==> src/design/svf_pkg.sv <==
// Shared types, register indexes and saturation helpers for the state variable filter.
package svf_pkg;

  localparam int unsigned CFG_IDX_W = 3;
  localparam int unsigned CFG_DATA_W = 32;
  localparam int unsigned ACC_W = 40;

  typedef enum logic [CFG_IDX_W-1:0] {
    CFG_COEF_ONE        = 3'd0,
    CFG_COEF_TWO        = 3'd1,
    CFG_COEF_THREE      = 3'd2,
    CFG_DAMPING         = 3'd3,
    CFG_LOWPASS_GAIN    = 3'd4,
    CFG_BANDPASS_GAIN   = 3'd5,
    CFG_HIGHPASS_GAIN   = 3'd6,
    CFG_BANDREJECT_GAIN = 3'd7
  } cfg_idx_t;

  typedef enum logic [1:0] {
    ST_IDLE,
    ST_MUL,
    ST_ACC,
    ST_OUT
  } state_t;

  typedef enum logic [3:0] {
    OP_G1_V3,
    OP_G2_BAND,
    OP_G3_V3,
    OP_G4_BAND,
    OP_RQ_NB,
    OP_LPG_NL,
    OP_BPG_NB,
    OP_HPG_HP,
    OP_BRG_BR
  } op_t;

  localparam logic signed [ACC_W-1:0] S32_MAX = 40'sd2147483647;
  localparam logic signed [ACC_W-1:0] S32_MIN = -40'sd2147483648;
  localparam logic signed [ACC_W-1:0] S24_MAX = 40'sd8388607;
  localparam logic signed [ACC_W-1:0] S24_MIN = -40'sd8388608;

  function automatic logic signed [31:0] sat32(input logic signed [ACC_W-1:0] v);
    logic signed [31:0] r;
    if (v > S32_MAX) begin
      r = 32'sh7fff_ffff;
    end else if (v < S32_MIN) begin
      r = 32'sh8000_0000;
    end else begin
      r = v[31:0];
    end
    return r;
  endfunction

  function automatic logic signed [23:0] sat24(input logic signed [ACC_W-1:0] v);
    logic signed [23:0] r;
    if (v > S24_MAX) begin
      r = 24'sh7f_ffff;
    end else if (v < S24_MIN) begin
      r = 24'sh80_0000;
    end else begin
      r = v[23:0];
    end
    return r;
  endfunction

endpackage

==> src/design/state_variable_filter_unit.sv <==
// Two-pole trapezoidal state variable filter with one shared multiplier.
//
// Input channel in_valid/in_stall/in_sample_in carries one Q1.23 sample per item.
// Result channel out_valid/out_stall/out_sample_out carries the mixed, saturated
// Q1.23 output, one result per input item, in order.
// Configuration: cfg_we, cfg_idx, cfg_wdata write the eight coefficient and gain
// registers; write only while no item is in flight.
// Each item runs nine products through one 33x32 signed multiplier; each product
// is multiplied, then rounded and accumulated. A new item is taken the cycle after
// the result is accepted, so no new item is taken before the last result has left.
// in_stall is high from the accept edge until the result leaves the output
// register. While out_stall is high the result is held and no item is taken.
// Reset (synchronous, rst_n low) clears the filter states and previous input,
// loads damping and low-pass gain with 1.0 and the other registers with 0.
module state_variable_filter_unit (
  input  logic                                 clk,
  input  logic                                 rst_n,
  input  logic                                 in_valid,
  output logic                                 in_stall,
  input  logic signed [23:0]                   in_sample_in,
  output logic                                 out_valid,
  input  logic                                 out_stall,
  output logic signed [23:0]                   out_sample_out,
  input  logic                                 cfg_we,
  input  logic [svf_pkg::CFG_IDX_W-1:0]        cfg_idx,
  input  logic [svf_pkg::CFG_DATA_W-1:0]       cfg_wdata
);

  localparam int unsigned AW = svf_pkg::ACC_W;

  logic [30:0]        coef_one_r, coef_two_r, coef_three_r, damping_r;
  logic signed [31:0] lp_gain_r, bp_gain_r, hp_gain_r, br_gain_r;

  logic signed [23:0] prev_r, x_r;
  logic signed [31:0] band_r, low_r;
  logic signed [31:0] v3_r, nb_r, nl_r, br_r, hp_r;
  logic signed [AW-1:0] acc_r;
  logic signed [64:0] prod_r;
  logic signed [23:0] out_r;

  svf_pkg::state_t state_r, state_nxt;
  svf_pkg::op_t    op_r, op_nxt;

  logic               in_acc, out_acc;
  logic signed [32:0] mul_a;
  logic signed [31:0] mul_b;
  logic               sub_sel;
  logic signed [65:0] prod_rnd;
  logic signed [AW-1:0] term, acc_sum;
  logic signed [AW-1:0] v3_sum;
  logic signed [31:0] sum_sat;

  assign in_acc   = in_valid && !in_stall;
  assign out_acc  = out_valid && !out_stall;
  assign in_stall = (state_r != svf_pkg::ST_IDLE);
  assign out_valid = (state_r == svf_pkg::ST_OUT);
  assign out_sample_out = out_r;

  always_ff @(posedge clk) begin
    if (!rst_n) begin
      coef_one_r   <= '0;
      coef_two_r   <= '0;
      coef_three_r <= '0;
      damping_r    <= 31'h1000_0000;
      lp_gain_r    <= 32'sh1000_0000;
      bp_gain_r    <= '0;
      hp_gain_r    <= '0;
      br_gain_r    <= '0;
    end else if (cfg_we) begin
      case (svf_pkg::cfg_idx_t'(cfg_idx))
        svf_pkg::CFG_COEF_ONE:        coef_one_r   <= cfg_wdata[30:0];
        svf_pkg::CFG_COEF_TWO:        coef_two_r   <= cfg_wdata[30:0];
        svf_pkg::CFG_COEF_THREE:      coef_three_r <= cfg_wdata[30:0];
        svf_pkg::CFG_DAMPING:         damping_r    <= cfg_wdata[30:0];
        svf_pkg::CFG_LOWPASS_GAIN:    lp_gain_r    <= $signed(cfg_wdata);
        svf_pkg::CFG_BANDPASS_GAIN:   bp_gain_r    <= $signed(cfg_wdata);
        svf_pkg::CFG_HIGHPASS_GAIN:   hp_gain_r    <= $signed(cfg_wdata);
        svf_pkg::CFG_BANDREJECT_GAIN: br_gain_r    <= $signed(cfg_wdata);
        default: ;
      endcase
    end
  end

  // operand select for the shared multiplier
  always_comb begin
    mul_a   = '0;
    mul_b   = '0;
    sub_sel = 1'b0;
    case (op_r)
      svf_pkg::OP_G1_V3: begin
        mul_a = $signed({2'b00, coef_one_r});
        mul_b = v3_r;
      end
      svf_pkg::OP_G2_BAND: begin
        mul_a   = $signed({2'b00, coef_two_r});
        mul_b   = band_r;
        sub_sel = 1'b1;
      end
      svf_pkg::OP_G3_V3: begin
        mul_a = $signed({2'b00, coef_three_r});
        mul_b = v3_r;
      end
      svf_pkg::OP_G4_BAND: begin
        mul_a = $signed({1'b0, coef_one_r, 1'b0});
        mul_b = band_r;
      end
      svf_pkg::OP_RQ_NB: begin
        mul_a   = $signed({2'b00, damping_r});
        mul_b   = nb_r;
        sub_sel = 1'b1;
      end
      svf_pkg::OP_LPG_NL: begin
        mul_a = $signed({lp_gain_r[31], lp_gain_r});
        mul_b = nl_r;
      end
      svf_pkg::OP_BPG_NB: begin
        mul_a = $signed({bp_gain_r[31], bp_gain_r});
        mul_b = nb_r;
      end
      svf_pkg::OP_HPG_HP: begin
        mul_a = $signed({hp_gain_r[31], hp_gain_r});
        mul_b = hp_r;
      end
      svf_pkg::OP_BRG_BR: begin
        mul_a = $signed({br_gain_r[31], br_gain_r});
        mul_b = br_r;
      end
      default: ;
    endcase
  end

  always_comb begin
    prod_rnd = $signed({prod_r[64], prod_r}) + 66'sd134217728;
    term     = $signed({{2{prod_rnd[65]}}, prod_rnd[65:28]});
    acc_sum  = sub_sel ? (acc_r - term) : (acc_r + term);
    sum_sat  = svf_pkg::sat32(acc_sum);
    v3_sum   = $signed({{16{in_sample_in[23]}}, in_sample_in})
             + $signed({{16{prev_r[23]}}, prev_r})
             - $signed({{7{low_r[31]}}, low_r, 1'b0});
  end

  always_comb begin
    state_nxt = state_r;
    op_nxt    = op_r;
    case (state_r)
      svf_pkg::ST_IDLE: begin
        if (in_acc) begin
          state_nxt = svf_pkg::ST_MUL;
          op_nxt    = svf_pkg::OP_G1_V3;
        end
      end
      svf_pkg::ST_MUL: state_nxt = svf_pkg::ST_ACC;
      svf_pkg::ST_ACC: begin
        if (op_r == svf_pkg::OP_BRG_BR) begin
          state_nxt = svf_pkg::ST_OUT;
        end else begin
          state_nxt = svf_pkg::ST_MUL;
          op_nxt    = svf_pkg::op_t'(op_r + 4'd1);
        end
      end
      svf_pkg::ST_OUT: begin
        if (out_acc) begin
          state_nxt = svf_pkg::ST_IDLE;
        end
      end
      default: state_nxt = svf_pkg::ST_IDLE;
    endcase
  end

  always_ff @(posedge clk) begin
    if (!rst_n) begin
      state_r <= svf_pkg::ST_IDLE;
      op_r    <= svf_pkg::OP_G1_V3;
      prev_r  <= '0;
      band_r  <= '0;
      low_r   <= '0;
    end else begin
      state_r <= state_nxt;
      op_r    <= op_nxt;
      if (state_r == svf_pkg::ST_ACC && op_r == svf_pkg::OP_BRG_BR) begin
        prev_r <= x_r;
        band_r <= nb_r;
        low_r  <= nl_r;
      end
    end
  end

  always_ff @(posedge clk) begin
    if (in_acc) begin
      x_r   <= in_sample_in;
      v3_r  <= svf_pkg::sat32(v3_sum);
      acc_r <= $signed({{8{band_r[31]}}, band_r});
    end
    if (state_r == svf_pkg::ST_MUL) begin
      prod_r <= mul_a * mul_b;
    end
    if (state_r == svf_pkg::ST_ACC) begin
      case (op_r)
        svf_pkg::OP_G2_BAND: begin
          nb_r  <= sum_sat;
          acc_r <= $signed({{8{low_r[31]}}, low_r});
        end
        svf_pkg::OP_G4_BAND: begin
          nl_r  <= sum_sat;
          acc_r <= $signed({{16{x_r[23]}}, x_r});
        end
        svf_pkg::OP_RQ_NB: begin
          br_r  <= sum_sat;
          acc_r <= '0;
        end
        svf_pkg::OP_LPG_NL: begin
          hp_r  <= svf_pkg::sat32($signed({{8{br_r[31]}}, br_r})
                                - $signed({{8{nl_r[31]}}, nl_r}));
          acc_r <= acc_sum;
        end
        svf_pkg::OP_BRG_BR: out_r <= svf_pkg::sat24(acc_sum);
        default: acc_r <= acc_sum;
      endcase
    end
  end

  a_out_blocks_in: assert property (@(posedge clk) disable iff (!rst_n)
    out_valid |-> in_stall)
    else $error("input taken while a result is pending");

  a_out_once: assert property (@(posedge clk) disable iff (!rst_n)
    out_acc |=> !out_valid)
    else $error("result delivered twice");

  a_start_seq: assert property (@(posedge clk) disable iff (!rst_n)
    in_acc |=> (state_r == svf_pkg::ST_MUL) && (op_r == svf_pkg::OP_G1_V3))
    else $error("sequencer did not start at the first product");

  a_state_commit: assert property (@(posedge clk) disable iff (!rst_n)
    (state_r == svf_pkg::ST_OUT) |-> (band_r == nb_r) && (low_r == nl_r))
    else $error("filter state not committed with the result");

endmodule
==> config.mk <==
export PLATFORM = sky130hd
export DESIGN_NAME = state_variable_filter_unit
export DESIGN_NICKNAME = d
export VERILOG_FILES = /design/src/design/svf_pkg.sv /design/src/design/state_variable_filter_unit.sv
export SDC_FILE = /design/constraint.sdc
export NUM_CORES = 2
export LEC_CHECK = 0
export ABC_CLOCK_PERIOD_IN_PS = 12000
export CAP_MARGIN = 10
export CORE_UTILIZATION = 40
export CTS_CLUSTER_SIZE = 10
export DETAILED_ROUTE_END_ITERATION = 8
export DONT_BUFFER_PORTS = 1
export SETUP_SLACK_MARGIN = 0.15
export SLEW_MARGIN = 20
export SYNTH_ARGS = -nofsm -noshare
export SYNTH_HDL_FRONTEND = slang
export SYNTH_SLANG_ARGS = --single-unit
==> constraint.sdc <==
create_clock -name clk -period 12 [get_ports clk]
set_input_delay 1.2 -clock clk [delete_from_list [all_inputs] [get_ports clk]]
set_output_delay 1.2 -clock clk [all_outputs]
set_load 0.05 [all_outputs]
# Word-level counts from Yosys, hierarchy flattened
# Index checks and enable logic that the tools add are counted.
# totals
register_bits,659
out_inout_bits,26
word_cells,107
# op_classes
n_addsub,7
mul,1
n_lt_le_gt_ge,8
eq_ne,21
mux,19
reduce_logical,29
# op_table
operator,n
one-hot mux 33 bit (9 select lines),1
one-hot mux 32 bit (6 select lines),1
one-hot mux 40 bit (4 select lines),1
two-way mux 32 bit,4
two-way mux 40 bit,3
"adder 65 x 29 -> 66 bit, second input constant",1
multiplier 33 x 32 -> 65 bit,1
adder 40 x 38 -> 40 bit,1
"> comparator 40 x 24 -> 1 bit, second input constant",1
"> comparator 40 x 32 -> 1 bit, second input constant",1
"less-than comparator 40 x 24 -> 1 bit, second input constant",1
"less-than comparator 40 x 32 -> 1 bit, second input constant",1
subtractor 40 x 38 -> 40 bit,1
"> comparator 34 x 32 -> 1 bit, second input constant",1
"less-than comparator 34 x 32 -> 1 bit, second input constant",1
subtractor 25 x 33 -> 34 bit,1
"> comparator 33 x 32 -> 1 bit, second input constant",1
"less-than comparator 33 x 32 -> 1 bit, second input constant",1
subtractor 32 x 32 -> 33 bit,1
AND reduction 2 bit,14
adder 24 x 24 -> 25 bit,1
two-way mux 24 bit,1
"equality test 4 x 3 -> 1 bit, second input constant",4
"equality test 3 bit, second input constant",4
23 further kinds,37

# Longest topological paths before layout
# logic_depth
word_depth,7
depth_mapped,42

# Least setup slack after synthesis
# Ideal clock, no wire load.
# synth_path
path_kind,reg-to-reg
from,reg op_r[1]
to,reg prod_r[64] (data pin)
t_arrival_ns,9.807
slack_ns,1.934
path_stages_with_launch,38
n_path_buf,7
path_cell_list,dfxtp_1 inv_1 ha_1 clkbuf_1 and2_1 clkbuf_1 clkbuf_1 clkbuf_1 buf_1 a221o_1 clkbuf_1 clkbuf_1 nand2_1 inv_1 fa_1 fa_1 fa_1 inv_1 (+2 left out) fa_1 fa_1 inv_1 fa_1 inv_1 fa_1 ha_1 a21oi_1 nor2b_1 o21ai_0 nand2b_1 a21o_1 a21o_1 nor3_1 o31ai_2 a31o_2 a21oi_1 xnor2_1
# synth_via
elab_chain_len,4
elab_cells_between_ends,15
cone_classes,mul (1); eq/ne (8); mux (2); reduce/logical (4)
# synth_lines
item,line,text
from (decl),state_variable_filter_unit.sv:42,"svf_pkg::op_t op_r, op_nxt;"
from (signal assigned),state_variable_filter_unit.sv:173,op_r <= svf_pkg::OP_G1_V3;
from (signal assigned),state_variable_filter_unit.sv:179,op_r <= op_nxt;
equality test 4 x 3 -> 1 bit (tied with other cells),state_variable_filter_unit.sv:89,case (op_r)
OR reduction 2 bit (no source line),-,
one-hot mux 32 bit (6 select lines),state_variable_filter_unit.sv:89,
multiplier 33 x 32 -> 65 bit *,state_variable_filter_unit.sv:195,prod_r <= mul_a * mul_b;
to (signal assigned),state_variable_filter_unit.sv:195,
to (decl),state_variable_filter_unit.sv:38,logic signed [64:0] prod_r;
# Mark *: on every way between the ends. The rest lies on a longest branch, timed or not.
# A chain may end at the register's enable or synchronous reset.

# Worst setup path after layout
# layout_path
from,reg op_r[2]
to,reg prod_r[61] (data pin)
# Same word-level chain as after synthesis.

==> run metrics <==
Clock Latency Late Sink 0.70 ns; hold crit path type flip-flop to flip-flop; Starting Density 0.403; CTS buffer count 78; DR top layer met5; Synth area leader fa_1; Slowest cell on crit path nor4_4; maxcap violations 0; skew final 0.0809 ns; Top cell by count, worst path fa_1; post-synthesis sequential area ratio 0.213; first-pass GRT wire length 413000 um; async set-or-reset flop fraction in the synthesized netlist 0; met2 routed WL 126000 um; PortBufs 0; DPL Wire Length 217000 um; fraction of layout cells with a size suffix above 1 0.0686; Core Region 176000 sq um; clock sinks 632; actual slew at the worst max-slew pin 1.14 ns; via count 58.3k; pwr/cell area 115 nW/um^2; TritonCTS clock tree done; f_max 87.2 MHz; clock share of power 0.251; Layout fillers 17.3k; Netlist Area Pre-Place 71000 sq um; Setup WS pre-CTS 0.172 ns; Top FF cell, synth dfxtp_1; Combinational Power Share 0.456; largest net degree at the start of global routing 346; final instance area 77200 sq um; maximum level of the CTS H-tree 3; kind of critical path flip-flop to flip-flop; VDD IR max 0.117 mV; CTS Hold Bufs 0; post-synth cell types 107; DR WL met3 29800 um; post-route ant nets 0; global route total overflow 0; number of synthesized flops with an enable pin 246; Slew HR 0.243; Core Util, Final 0.438; Final Cycle Share 0.956; Vias/cell 5.71; commonest non-fill, non-tap cell in the layout nand2_1; DR DRC count 0; final setup fails 0; minimum clock period 11.47 ns; cells after synthesis 7884; YS warnings 0; Die Wd 423 um; Yosys reg bits 632; family with the most delay on the worst path adder cells; Static Leak 34.1 nW; Slew Limit Fails 0; clock transition at the registers of the reported paths 0.06 ns; Net Sw Power 3.82 mW; DRT iter0 DRCs 6200; first-pass detailed-route iteration total 9; number of global-route vias before repair 59.4k; Total Power 8.85 mW; Total Wirelength 282000 um; Worst EP arrival 11.85 ns; row cnt 154; clock root cell clkbuf_16; Wirelength per Cell 27.6 um; die area 179000 sq um; final worst slack 0.529 ns; share of the synthesized area in the top cell type 0.323; Avg Inst Size Synth 9.01 sq um; most frequent cells in the layout nand2_1, inv_1, fa_1; RSZ-0062 raised after global routing no; Synthesized Nets 9386; internal power 5.03 mW; startpoint type of the worst setup path flip-flop; deepest clock path buffer count 3; metal1 wirelength 111000 um; Hold Vio Cnt, Final 0; worst endpoint required time 12.38 ns; status completed; synthesis-to-finish area growth 8.65%; total track usage 0.316; sequential share of power 0.293; crit path capture type flip-flop; max incr delay on CP 0.71 ns; CP max FO 17; Chip Height 423 um; crit path buf inv count 8; IO Pins 90; initial antenna violation count 11; final net count 9312; Synth area leaders fa_1, dfxtp_1, edfxtp_1; gp weighted congestion 1.06; switching share of power 0.431; dpl cell area 74700 sq um
## power by group through the flow
stage               combinational (mW)  sequential, mW  clock, mW
global placement                  3.86            2.63          0
floorplan                         2.46            2.57          0
finish                            4.03            2.60       2.22
detailed placement                3.86            2.63          0
CTS                               3.92            2.59       2.26
global route                      4.29            2.61       2.34
## path summary, 6_finish.rpt
path	start	slack [ns]	depth (start not counted)	to
worst max register to register	op_r[2]	0.53	36	prod_r[61]
worst min register to register	coef_three_r[4]	0.46	2	coef_three_r[4]
worst min-delay path	coef_three_r[4]	0.46	2	coef_three_r[4]
worst max-delay path	op_r[2]	0.53	36	prod_r[61]
## cells by family (layout without fill, tap and decap cells)
group / count (synthesis) / after routing / synth area share
AO/OA/AOI/OAI: 1343 / 1343 / 0.134
XOR/XNOR: 240 / 240 / 0.0301
adder cells (fa/ha/maj): 1469 / 1469 / 0.379
buffers and inverters: 1715 / 1690 / 0.0930
flip-flops: 632 / 632 / 0.213
multiplexers: 38 / 38 / 0.00541
other: 0 / 11 / 0
AND/OR/NAND/NOR: 2447 / 2447 / 0.146
## stage by stage
| step | hold slack, ns | setup TNS [ns] | std cells |
|---|---|---|---|
| 3_3_place_gp | 0.449 | -0.218 | 10065 |
| 4_1_cts | 0.462 | 0 | 10195 |
| 2_1_floorplan | 0.442 | 0 | 7884 |
| 5_1_grt | 0.478 | 0 | 10200 |
| 6_report | 0.461 | 0 | 10210 |
| 3_5_place_dp | 0.455 | 0 | 10066 |
## flip-flops by register name, summed over array words and instances (netlist names), 31 cells and up
name	count
damping_r	31
br_gain_r	32
low_r	32
prod_r	38
coef_one_r	31
coef_three_r	31
lp_gain_r	32
coef_two_r	31
band_r	32
hp_gain_r	32
nb_r	32
br_r	32
acc_r	40
nl_r	32
bp_gain_r	32
hp_r	32
v3_r	32
## synthesized netlist by cell type (35+ instances only)
library cell,n
and2_1,51
nand2_1,1359
and3_1,41
clkbuf_1,360
a21o_1,109
o21ai_0,129
mux2i_1,35
nand4_1,43
nand3_1,91
ha_1,293
dfxtp_1,386
a21boi_0,348
fa_1,1145
xnor2_1,134
a221oi_1,46
edfxtp_1,246
a22oi_1,138
o22ai_1,37
nand2b_1,35
a21oi_1,242
nor2_1,640
xor2_1,103
inv_1,1266
a222oi_1,53
## timing repair
action,4_1_cts,5_1_grt
setup endpoints to repair,2,16
buffers inserted,0,4
gates resized for setup,1,7
## tightest hold or removal path, cell delays in order, from the launching register on
cell      delay, ns
dfxtp_1        0.30
nand2_1        0.05
a21boi_0       0.06
## cell type report
cell class / count / area [sq um] / share of cell area
diodes: 11 / 27.5 / 0.000357
clock buffers: 112 / 2100 / 0.0272
clock inverters: 17 / 255 / 0.00331
inverters: 1268 / 4760 / 0.0617
multi-input cells: 5537 / 49700 / 0.644
flip-flops and latches: 632 / 15100 / 0.196
well taps: 2340 / 2930 / 0.0379
repair buffers: 293 / 2270 / 0.0295
## routing by layer
layer	vias to the layer above	GRT usage
met5	-	0.000538
met4	4	0.148
met3	737	0.0780
met2	3126	0.493
met1	29480	0.410
li1	24981	-
Note: power is estimated with default switching activity, not from simulation.
